`src/design/id_range_list_parser_top_macros.svh`:
```
// assertion macros for the id range list parser
// used by id_range_list_parser_top; expects clk and rst_n in scope
`ifndef ID_RANGE_LIST_PARSER_TOP_MACROS_SVH
`define ID_RANGE_LIST_PARSER_TOP_MACROS_SVH

// same-cycle implication, checked out of reset
`define IRLP_ASSERT_NOW(lbl, ante, cons, msg) \
  lbl: assert property (@(posedge clk) disable iff (!rst_n) (ante) |-> (cons)) else $error(msg);

// next-cycle implication, checked out of reset
`define IRLP_ASSERT_NEXT(lbl, ante, cons, msg) \
  lbl: assert property (@(posedge clk) disable iff (!rst_n) (ante) |=> (cons)) else $error(msg);

`endif

```
`src/design/irlp_pkg.sv`:
```
// shared types and constants of the id range list parser
// no dependencies; imported by id_range_list_parser_top
package irlp_pkg;

  // field scan phase of the current subfield
  typedef enum logic [1:0] {
    PH_BLANK  = 2'd0,
    PH_DIGITS = 2'd1,
    PH_TRAIL  = 2'd2,
    PH_BAD    = 2'd3
  } phase_t;

  // result status codes
  typedef enum logic [1:0] {
    ST_RANGE    = 2'd0,
    ST_OVERFLOW = 2'd1,
    ST_NO_RANGE = 2'd2
  } status_t;

  localparam int unsigned CharW = 8;
  localparam int unsigned IdW   = 16;
  localparam int unsigned ValW  = 32;
  localparam int unsigned DigW  = 35;

  localparam logic [CharW-1:0] ChComma = 8'h2C;
  localparam logic [CharW-1:0] ChDash  = 8'h2D;
  localparam logic [CharW-1:0] ChSpace = 8'h20;
  localparam logic [CharW-1:0] ChTab   = 8'h09;
  localparam logic [CharW-1:0] ChLf    = 8'h0A;
  localparam logic [CharW-1:0] ChCr    = 8'h0D;
  localparam logic [CharW-1:0] ChZero  = 8'h30;
  localparam logic [CharW-1:0] ChNine  = 8'h39;

  // saturation point of a parsed number, 2^31
  localparam logic [ValW-1:0] NumLimit = 32'h8000_0000;
  localparam logic [1:0]      DashMax  = 2'd3;

  function automatic logic is_blank(input logic [CharW-1:0] c);
    return (c == ChSpace) || (c == ChTab) || (c == ChLf) || (c == ChCr);
  endfunction

endpackage

```
`src/design/id_range_list_parser_top.sv`:
```
// id range list parser: one text byte per transaction in, id ranges and status out
// depends on irlp_pkg and id_range_list_parser_top_macros.svh
// Throughput: one byte per cycle while the result register is empty or out_tready
// is high; input register, then one parse step into the result register, with the
// digit update a shift-add of the running value.
// Reset: rst_n synchronous active low; clears the parse state and all valid flags.
// After a byte marked tlast the parse state returns to its reset value.
`include "id_range_list_parser_top_macros.svh"

module id_range_list_parser_top
  import irlp_pkg::*;
(
  input  logic        clk,
  input  logic        rst_n,
  input  logic        in_tvalid,
  output logic        in_tready,
  input  logic [7:0]  in_tdata,   // [7:0] char_code
  input  logic        in_tlast,   // end_of_text
  output logic        out_tvalid,
  input  logic        out_tready,
  output logic [31:0] out_tdata,  // [15:0] first_id, [31:16] last_id
  output logic [1:0]  out_tuser,  // [1:0] status
  output logic        out_tlast   // final_res
);

  // input register
  logic             s1_valid_r;
  logic [CharW-1:0] s1_char_r;
  logic             s1_eot_r;

  // parse state
  logic [1:0]      dash_cnt_r, dash_cnt_nxt;
  phase_t          phase_r, phase_nxt;
  logic            first_ok_r, first_ok_nxt;
  logic            second_ok_r, second_ok_nxt;
  logic [IdW-1:0]  first_val_r, first_val_nxt;
  logic            first_ovf_r, first_ovf_nxt;
  logic [IdW-1:0]  second_val_r, second_val_nxt;
  logic            second_ovf_r, second_ovf_nxt;
  logic [ValW-1:0] cur_val_r, cur_val_nxt;
  logic            aborted_r, aborted_nxt;

  // result register
  logic            out_valid_r, out_valid_nxt;
  logic [IdW-1:0]  res_first_r, res_last_r;
  status_t         res_status_r;
  logic            res_final_r;

  logic            advance, proc_fire;
  logic            res_load;
  logic [IdW-1:0]  ld_first, ld_last;
  status_t         ld_status;

  // byte classes
  logic            is_comma, is_dash, is_digit, is_space;
  // state after taking the byte, before any close
  logic [1:0]      u_dash;
  phase_t          u_phase;
  logic            u_fok, u_sok, u_fovf, u_sovf;
  logic [IdW-1:0]  u_fval, u_sval;
  logic [ValW-1:0] u_cur;
  logic [DigW-1:0] dig_sum;
  logic            take_ok;
  // close evaluation
  logic            do_close, have, cur_ok, cur_blank;
  logic [IdW-1:0]  lo_val, hi_val;
  logic            lo_ovf, hi_ovf;
  logic            kind_ovf, kind_range;

  // handshake control
  assign advance   = !out_valid_r || out_tready;
  assign proc_fire = s1_valid_r && advance;
  assign in_tready = !s1_valid_r || advance;

  // input register
  always_ff @(posedge clk) begin
    if (!rst_n) begin
      s1_valid_r <= 1'b0;
    end else if (in_tready) begin
      s1_valid_r <= in_tvalid;
    end
  end

  always_ff @(posedge clk) begin
    if (in_tvalid && in_tready) begin
      s1_char_r <= in_tdata[CharW-1:0];
      s1_eot_r  <= in_tlast;
    end
  end

  // byte classification
  assign is_comma = (s1_char_r == ChComma);
  assign is_dash  = (s1_char_r == ChDash);
  assign is_space = is_blank(s1_char_r);
  assign is_digit = (s1_char_r >= ChZero) && (s1_char_r <= ChNine);

  // running value times ten plus digit
  assign dig_sum = ({3'b000, cur_val_r} << 3) + ({3'b000, cur_val_r} << 1)
                 + DigW'(s1_char_r - ChZero);
  assign take_ok = (phase_r == PH_DIGITS) || (phase_r == PH_TRAIL);

  // take the byte into the part
  always_comb begin
    u_dash  = dash_cnt_r;
    u_phase = phase_r;
    u_fok   = first_ok_r;
    u_sok   = second_ok_r;
    u_fval  = first_val_r;
    u_fovf  = first_ovf_r;
    u_sval  = second_val_r;
    u_sovf  = second_ovf_r;
    u_cur   = cur_val_r;
    if (is_dash) begin
      if (dash_cnt_r == 2'd0) begin
        u_fok  = take_ok;
        u_fval = cur_val_r[IdW-1:0];
        u_fovf = cur_val_r[ValW-1];
      end else if (dash_cnt_r == 2'd1) begin
        u_sok  = take_ok;
        u_sval = cur_val_r[IdW-1:0];
        u_sovf = cur_val_r[ValW-1];
      end
      if (dash_cnt_r != DashMax) begin
        u_dash = dash_cnt_r + 2'd1;
      end
      u_phase = PH_BLANK;
      u_cur   = '0;
    end else if (!is_comma) begin
      if (is_space) begin
        if (phase_r == PH_DIGITS) begin
          u_phase = PH_TRAIL;
        end
      end else if (is_digit) begin
        if ((phase_r == PH_BLANK) || (phase_r == PH_DIGITS)) begin
          u_phase = PH_DIGITS;
          if (!cur_val_r[ValW-1]) begin
            u_cur = (dig_sum >= DigW'(NumLimit)) ? NumLimit : dig_sum[ValW-1:0];
          end
        end else begin
          u_phase = PH_BAD;
        end
      end else begin
        u_phase = PH_BAD;
      end
    end
  end

  // close the part on comma or end of text
  assign do_close  = is_comma || s1_eot_r;
  assign cur_ok    = (u_phase == PH_DIGITS) || (u_phase == PH_TRAIL);
  assign cur_blank = (u_phase == PH_BLANK);

  always_comb begin
    have   = 1'b0;
    lo_val = u_cur[IdW-1:0];
    hi_val = u_cur[IdW-1:0];
    lo_ovf = u_cur[ValW-1];
    hi_ovf = u_cur[ValW-1];
    case (u_dash)
      2'd0: begin
        have = cur_ok;
      end
      2'd1: begin
        have   = u_fok && cur_ok;
        lo_val = u_fval;
        lo_ovf = u_fovf;
      end
      2'd2: begin
        have   = cur_blank && u_fok && u_sok;
        lo_val = u_fval;
        lo_ovf = u_fovf;
        hi_val = u_sval;
        hi_ovf = u_sovf;
      end
      default: begin
        have = 1'b0;
      end
    endcase
  end

  assign kind_ovf   = do_close && have && (lo_ovf || hi_ovf);
  assign kind_range = do_close && have && !(lo_ovf || hi_ovf) && (lo_val <= hi_val);

  // next parse state and result load
  always_comb begin
    dash_cnt_nxt   = dash_cnt_r;
    phase_nxt      = phase_r;
    first_ok_nxt   = first_ok_r;
    second_ok_nxt  = second_ok_r;
    first_val_nxt  = first_val_r;
    first_ovf_nxt  = first_ovf_r;
    second_val_nxt = second_val_r;
    second_ovf_nxt = second_ovf_r;
    cur_val_nxt    = cur_val_r;
    aborted_nxt    = aborted_r;
    res_load       = 1'b0;
    ld_first       = '0;
    ld_last        = '0;
    ld_status      = ST_NO_RANGE;
    if (proc_fire) begin
      if (aborted_r) begin
        // rest of the text is discarded up to its last byte
        if (s1_eot_r) begin
          res_load    = 1'b1;
          aborted_nxt = 1'b0;
        end
      end else begin
        if (do_close) begin
          dash_cnt_nxt   = '0;
          phase_nxt      = PH_BLANK;
          first_ok_nxt   = 1'b0;
          second_ok_nxt  = 1'b0;
          first_val_nxt  = '0;
          first_ovf_nxt  = 1'b0;
          second_val_nxt = '0;
          second_ovf_nxt = 1'b0;
          cur_val_nxt    = '0;
        end else begin
          dash_cnt_nxt   = u_dash;
          phase_nxt      = u_phase;
          first_ok_nxt   = u_fok;
          second_ok_nxt  = u_sok;
          first_val_nxt  = u_fval;
          first_ovf_nxt  = u_fovf;
          second_val_nxt = u_sval;
          second_ovf_nxt = u_sovf;
          cur_val_nxt    = u_cur;
        end
        if (kind_ovf) begin
          res_load    = 1'b1;
          ld_status   = ST_OVERFLOW;
          aborted_nxt = !s1_eot_r;
        end else if (kind_range) begin
          res_load  = 1'b1;
          ld_status = ST_RANGE;
          ld_first  = lo_val;
          ld_last   = hi_val;
        end else if (s1_eot_r) begin
          res_load = 1'b1;
        end
      end
    end
  end

  // parse state registers
  always_ff @(posedge clk) begin
    if (!rst_n) begin
      dash_cnt_r   <= '0;
      phase_r      <= PH_BLANK;
      first_ok_r   <= 1'b0;
      second_ok_r  <= 1'b0;
      first_val_r  <= '0;
      first_ovf_r  <= 1'b0;
      second_val_r <= '0;
      second_ovf_r <= 1'b0;
      cur_val_r    <= '0;
      aborted_r    <= 1'b0;
    end else begin
      dash_cnt_r   <= dash_cnt_nxt;
      phase_r      <= phase_nxt;
      first_ok_r   <= first_ok_nxt;
      second_ok_r  <= second_ok_nxt;
      first_val_r  <= first_val_nxt;
      first_ovf_r  <= first_ovf_nxt;
      second_val_r <= second_val_nxt;
      second_ovf_r <= second_ovf_nxt;
      cur_val_r    <= cur_val_nxt;
      aborted_r    <= aborted_nxt;
    end
  end

  // result register
  always_comb begin
    out_valid_nxt = out_valid_r;
    if (res_load) begin
      out_valid_nxt = 1'b1;
    end else if (out_tready) begin
      out_valid_nxt = 1'b0;
    end
  end

  always_ff @(posedge clk) begin
    if (!rst_n) begin
      out_valid_r <= 1'b0;
    end else begin
      out_valid_r <= out_valid_nxt;
    end
  end

  always_ff @(posedge clk) begin
    if (res_load) begin
      res_first_r  <= ld_first;
      res_last_r   <= ld_last;
      res_status_r <= ld_status;
      res_final_r  <= s1_eot_r;
    end
  end

  assign out_tvalid = out_valid_r;
  assign out_tdata  = {res_last_r, res_first_r};
  assign out_tuser  = res_status_r;
  assign out_tlast  = res_final_r;

  // checks
  `IRLP_ASSERT_NOW(a_eot_gives_result, proc_fire && s1_eot_r, res_load,
    "last byte of text produced no result")
  `IRLP_ASSERT_NOW(a_aborted_silent, proc_fire && aborted_r && !s1_eot_r, !res_load,
    "result emitted while discarding aborted text")
  `IRLP_ASSERT_NEXT(a_eot_clears, proc_fire && s1_eot_r,
    (dash_cnt_r == 2'd0) && (phase_r == PH_BLANK) && !aborted_r && (cur_val_r == '0),
    "parse state not cleared after last byte")
  `IRLP_ASSERT_NOW(a_range_order, out_valid_r && (res_status_r == ST_RANGE),
    res_first_r <= res_last_r, "range result with start above end")
  `IRLP_ASSERT_NOW(a_err_zero_ids, out_valid_r && (res_status_r != ST_RANGE),
    (res_first_r == '0) && (res_last_r == '0), "non-range result carries ids")

endmodule
```
`config.mk`:
```
export PLATFORM = sky130hd
export DESIGN_NAME = id_range_list_parser_top
export DESIGN_NICKNAME = d
export VERILOG_FILES = /design/src/design/irlp_pkg.sv /design/src/design/id_range_list_parser_top.sv
export VERILOG_INCLUDE_DIRS = /design/src /design/src/design
export SDC_FILE = /design/constraint.sdc
export NUM_CORES = 1
export LEC_CHECK = 0
export BUFFER_PORTS_ARGS = -buffer_cell sky130_fd_sc_hd__buf_2
export CAP_MARGIN = 30
export CORE_MARGIN = 2
export CORE_UTILIZATION = 50
export DETAILED_ROUTE_END_ITERATION = 10
export PLACE_DENSITY_LB_ADDON = 0.2
export SLEW_MARGIN = 10
export SYNTH_ARGS = -nofsm -noshare
export SYNTH_HDL_FRONTEND = slang
export SYNTH_SLANG_ARGS = --single-unit
```
`constraint.sdc`:
```
create_clock -name clk -period 15.15 [get_ports clk]
set_input_delay 2.2725 -clock clk [delete_from_list [all_inputs] [get_ports clk]]
set_output_delay 2.2725 -clock clk [all_outputs]
set_load 0.01 [all_outputs]
```
---- After elaboration in Yosys (flattened, before gate mapping) ----
Cells that the tools add are included.
storage, ports and cells
  bits in registers ....................... 119
  bits in latches ......................... 0
  bits in writable memories ............... 0
  memory bits (read-only) ................. 0
  bits of input ports ..................... 13
  output and inout port bits .............. 37
  logic and storage cells ................. 139
  memories kept ........................... 0
cells by class
  add/subtract/negate cells ............... 4
  multiply operators ...................... 0
  divide/modulo/power cells ............... 0
  order comparisons ....................... 4
  equality and inequality tests ........... 17
  shift operators ......................... 0
  mux-type cells .......................... 56
  bitwise operators ....................... 3
  reductions and logical operators ........ 36
operator list
  operator                                                             number
  two-way mux 32 bit                                                   8
  two-way mux 16 bit                                                   9
  adder 35 x 33 -> 35 bit                                              1
  adder 35 bit                                                         1
  greater-or-equal comparator 35 x 32 -> 1 bit, second input constant  1
  two-way mux 1 bit                                                    26
  == test 8 x 4 -> 1 bit, second input constant                        3
  == test 8 x 6 -> 1 bit, second input constant                        3
  two-way mux 2 bit                                                    12
  <= comparator 16 bit                                                 1
  logical AND 1 bit                                                    10
  logical OR 1 bit                                                     10
  subtractor 8 x 6 -> 9 bit, second input constant                     1
  == test 2 x 1 -> 1 bit, second input constant                        4
  greater-or-equal comparator 8 x 6 -> 1 bit, second input constant    1
  <= comparator 8 x 6 -> 1 bit, second input constant                  1
  logical NOT 2 bit                                                    4
  AND reduction 7 bit                                                  1
  == test 2 bit, second input constant                                 3
  != test 3 x 1 -> 1 bit, second input constant                        2
  nonzero test 3 bit                                                   2
  logical NOT 1 bit                                                    4
  OR reduction 2 bit                                                   2
  OR reduction 4 bit                                                   1
  other kinds (7)                                                      9

---- Longest topological paths before layout ----
  word-level depth ........................ 20
  gate-level depth with buffers ........... 27
  depth with buffers taken out ............ 23

---- Worst setup path before layout ----
OpenSTA, ideal clock, no wires.
  path kind ............................... register to register
  start point ............................. register s1_char_r[5]
  end point ............................... register res_final_r, in the netlist out_tlast (enable)
  library setup time ...................... 0.393 ns
  data arrival time ....................... 8.254 ns
  required time ........................... 14.757 ns
  slack ................................... 6.503 ns
  stages on the path, launching flop included .. 24
  buffers on the path ..................... 2
  clock period less this slack ............ 8.647 ns
  path through ............................ edfxtp_1 > ha_1 > nor3_1 > fa_1 > ha_1 > buf_2 > nand4_2 > nor4_2 > o2111ai_1 > and4b_1 > or3b_1 > o2111ai_4 > nor2_4 > buf_2 > a31o_2 > ha_1 > a21o_1 > a21o_1 > a21oi_1 > nor2b_1 > o21ai_0 > nand3_1 > a31o_2 > nand2_1
on the way
  elaborated cells on any way between the ends .. 61
  classes of those cells .................. add/sub: 2; order compare: 4; eq/ne: 10; mux: 27; reduce/logical: 18
RTL lines
  what                                          RTL line                         source
  from (decl)                                   id_range_list_parser_top.sv:28   logic [CharW-1:0] s1_char_r;
  from (signal assigned)                        id_range_list_parser_top.sv:86   s1_char_r <= in_tdata[CharW-1:0];
  subtractor 8 x 6 -> 9 bit                     id_range_list_parser_top.sv:99   + DigW'(s1_char_r - ChZero);
  adder 35 bit                                  id_range_list_parser_top.sv:99
  greater-or-equal comparator 35 x 32 -> 1 bit  id_range_list_parser_top.sv:137  u_cur = (dig_sum >= DigW'(NumLimit)) ? NumLimit : dig_sum[ValW-1:0];
  two-way mux 32 bit                            id_range_list_parser_top.sv:137
  two-way mux 32 bit                            id_range_list_parser_top.sv:136  if (!cur_val_r[ValW-1]) begin
  two-way mux 32 bit                            id_range_list_parser_top.sv:134  if ((phase_r == PH_BLANK) || (phase_r == PH_DIGITS)) begin
  two-way mux 32 bit                            id_range_list_parser_top.sv:133  end else if (is_digit) begin
  two-way mux 32 bit                            id_range_list_parser_top.sv:129  if (is_space) begin
  (+2 left out)                                 --
  two-way mux 16 bit (*)                        id_range_list_parser_top.sv:159  case (u_dash)
  net lo_val[9]                                 id_range_list_parser_top.sv:66   logic [IdW-1:0] lo_val, hi_val;
  <= comparator 16 bit (*)                      id_range_list_parser_top.sv:182  assign kind_range = do_close && have && !(lo_ovf || hi_ovf) && (lo_val <= hi_val);
  logical AND 1 bit (*)                         id_range_list_parser_top.sv:182
  two-way mux 1 bit (*)                         id_range_list_parser_top.sv:233  end else if (kind_range) begin
  two-way mux 1 bit (*)                         id_range_list_parser_top.sv:229  if (kind_ovf) begin
  two-way mux 1 bit (*)                         id_range_list_parser_top.sv:201  if (aborted_r) begin
  two-way mux 1 bit (*)                         id_range_list_parser_top.sv:200  if (proc_fire) begin
  to (signal assigned)                          id_range_list_parser_top.sv:295  res_final_r <= s1_eot_r;
  to (decl)                                     id_range_list_parser_top.sv:47   logic res_final_r;
Mark *: on every way through the listed nets, which the timed path passes. The rest lies on a longest branch. The select of a mux whose other input is x is not followed.
A chain may end at the register's enable or synchronous reset.

---- Worst setup path in the final report ----
  start point ............................. register s1_char_r[5]
  end point ............................... register res_first_r[6] (enable)
on the way
  cells in the longest elaborated chain, start to end .. 19
  elaborated cells on any way between the ends .. 61
  classes of those cells .................. add/sub: 2; order compare: 4; eq/ne: 10; mux: 27; reduce/logical: 18
RTL lines
  what                                                   RTL line                         source
  branches (longest 16 deep; another with adder 35 bit)  --
  two-way mux 1 bit (*)                                  id_range_list_parser_top.sv:229
  two-way mux 1 bit (*)                                  id_range_list_parser_top.sv:201
  two-way mux 1 bit (*)                                  id_range_list_parser_top.sv:200
  to (signal assigned)                                   id_range_list_parser_top.sv:292  res_first_r <= ld_first;
  to (decl)                                              id_range_list_parser_top.sv:45   logic [IdW-1:0] res_first_r, res_last_r;
Every way passes the cells marked *. The select of a mux whose other input is x is not followed.

==> impl_metrics.json <==
{
  "peakVddDrop_mv": 0.07883,
  "crit_path_start_kind": "flip-flop",
  "cts_buffers": 17,
  "post_cts_resized": 0,
  "cts_setup_buffers": 0,
  "slew_headroom": 0.3627,
  "synth_simple_gate_area_frac": 0.1757,
  "die_area_mm2": 0.01750,
  "fp.dieH_um": 132.3,
  "rows": 46,
  "clockRootBuffer": "clkbuf_16",
  "seq_area_mm2": 0.002823,
  "path_max_fanout": 35,
  "setup_viol": 0,
  "port_buffers": 49,
  "holdBufCountCts": 0,
  "fp.coreArea_mm2": 0.01600,
  "synthMuxAreaShare": 0,
  "clkSinkCount": 119,
  "power.density_mw_per_mm2": 90.56,
  "antenna_found_initial": 0,
  "ys_warn_count": 0,
  "path_common_cell": "ha_1",
  "fin_setup_tns_ns": 0,
  "fill_cells": 1416,
  "grt_start_max_net_pins": 48,
  "routed_wl_um": 20920,
  "syn_area_mm2": 0.008227,
  "leakage_nw": 3.798,
  "grt.overflow.total": 0,
  "layout.cells.non_filler": 1136,
  "dp_hpwl_um": 15560,
  "first_pass_iters": 7,
  "worstSkewPairLatency_ns": 0.42,
  "clockBufferDepth": 2,
  "crit_slowest_cell": "a2111oi_0",
  "multi_input_area_mm2": 0.005149,
  "dpl_cell_area_mm2": 0.008652,
  "h-tree-depth": 4,
  "grt_first_pass_wirelength_um": 34720,
  "ys_seq_area_frac": 0.3431,
  "routed_via_density": 6.099,
  "syn_inst": 872,
  "drv_cap": 0,
  "synthArstFlopShare": 0,
  "nets": 1013,
  "synth_top_family_by_area": "compound AO/OA/AOI/OAI gates",
  "ant_nets": 0,
  "cp_num_buf_inv": 2,
  "ys_ff_latch": 119,
  "r2r-start": "s1_char_r[5]",
  "dp_cells": 1104,
  "diodes": 0,
  "critPathRequiredTime_ns": 15.22,
  "final_cell_mix": "80 x nand2_1, 75 x dfxtp_1, 62 x ha_1, 52 x nor2_1, 51 x nor2b_1",
  "final_common_cell": "nand2_1",
  "cts_tree": "yes",
  "synth-adder-area-share": 0.1697,
  "min_path_type": "reg2reg",
  "yosysUniqueCellTypes": 68,
  "synth-xor-area-share": 0.03513,
  "arrival_ns": 6.99,
  "grtUsageTotal": 0.2470,
  "end_kind": "flip-flop",
  "tightest_slew_ns": 0.9559,
  "final_layout_size_suffix_gt1_frac": 0.1185,
  "fmax_mhz": 144.5,
  "synth_compound_gate_area_share": 0.2443,
  "drc": 0,
  "synth_nets": 978,
  "wire_per_inst_um": 18.42,
  "fin_util": 0.5807,
  "pin_count": 50,
  "place_congestion": 0.9583,
  "fin_crit_ns": 6.923,
  "cpLargestDelayFamily": "compound AO/OA/AOI/OAI gates",
  "status": "completed",
  "fin_skew_ns": 0.01082,
  "post-route-period-util": 0.4569,
  "p_total_uw": 841.4,
  "min_from": "cur_val_r[30]",
  "final_area_mm2": 0.009291,
  "start_util": 0.5142,
  "avgSynthCellArea_um2": 9.434,
  "path_cells": "ha_1 -> nor3_2 -> buf_4 -> fa_1 -> ha_1 -> a21oi_1 -> o21ai_0 -> a2111oi_0 -> and4b_1 -> or3b_1 -> o2111ai_4 -> nor4_4 -> a222oi_1 -> ha_1 -> a21oi_1 -> o22ai_1 -> o21a_1 -> o21ai_0 -> a21o_1 -> nand3_1 -> a31o_2 -> nand2_1 -> buf_4",
  "crit_type": "reg2reg",
  "synth-edff-count": 44,
  "maxSlewViolCount": 0,
  "cts.clk_slew.worst_paths_ns": 0.06,
  "vias": 6929,
  "synth_flop_cell": "dfxtp_1",
  "syn_to_final_growth_pct": 12.94,
  "drt_iter0_markers": 620,
  "startpoint": "s1_char_r[5]",
  "hold_violations": 0,
  "rsz0062_at_grt": "no",
  "die_x_um": 132.3,
  "grt_pass1_vias": 6718,
  "slowest_delay_ns": 0.61
}
-- cell usage after synthesis, types with 25 or more instances --
cell	n	area (um^2)
nor2_1	52	195.2
a22oi_1	40	300.3
edfxtp_1	44	1321
nand2_1	80	300.3
a22o_1	25	219.0
nor2b_1	51	319.1
clkbuf_1	28	105.1
ha_1	62	775.7
o21ai_0	33	165.2
a21oi_1	47	235.2
dfxtp_1	75	1501
o21ai_1	29	145.1
fa_1	31	620.6
-- per-layer routing --
layer	vias up	track usage	part of all wire
met5	-	0	0
met4	0	0.09498	0.025
met3	33	0.04344	0.061
met2	251	0.4083	0.47
met1	3298	0.3241	0.44
li1	3347	-	-
-- through the flow --
stage / worst slack [ns] / hold WS, ns
floorplan: 6.503 / 0.4656
global placement: 8.376 / 0.4928
detailed placement: 8.330 / 0.5036
CTS: 8.310 / 0.5118
global route: 7.759 / 0.5444
finish: 8.227 / 0.5032
-- tightest hold or removal path, cell delays in order (launching register included) --
cell and delay, ns:
dfxtp_1 0.34, nand2_1 0.07, o21ai_1 0.05
-- registers in the layout, summed over array words and instances (netlist names), 2 cells and up --
| register | count |
|---|---|
| first_val_r | 16 |
| out_tuser | 2 |
| res_first_r | 16 |
| cur_val_r | 32 |
| phase_r | 2 |
| res_last_r | 16 |
| dash_cnt_r | 2 |
| s1_char_r | 8 |
| second_val_r | 16 |
-- final cells by class --
cell class,count,area share
clock buffers,17,0.04579
clock inverters,15,0.02303
inverters,22,0.008888
multi-input cells,689,0.5541
flip-flops and latches,119,0.3038
well taps,216,0.02909
repair buffers,58,0.03528
-- final timing paths --
kind | to | slack (ns) | cells past startpoint
worst max-delay path | res_first_r[6] | 8.23 | 23
worst min-delay path | cur_val_r[30] | 0.50 | 2
worst max register to register | res_first_r[6] | 8.23 | 23
worst min register to register | cur_val_r[30] | 0.50 | 2
-- where the power goes --
part	total [mW]	switching, mW	internal [mW]	leakage, nW
registers	0.338	0.00310	0.335	1.06
clock network	0.438	0.159	0.279	0.311
logic	0.0657	0.0432	0.0225	2.42
total	0.841	0.205	0.636	3.80
-- kinds of logic after synthesis --
family,count (synthesis)
buffers and inverters,64
AO/OA/AOI/OAI,284
XOR/XNOR,33
adder cells (fa/ha/maj),93
flip-flops,119
AND/OR/NAND/NOR,279
Note: power is estimated with default switching activity, not from simulation.
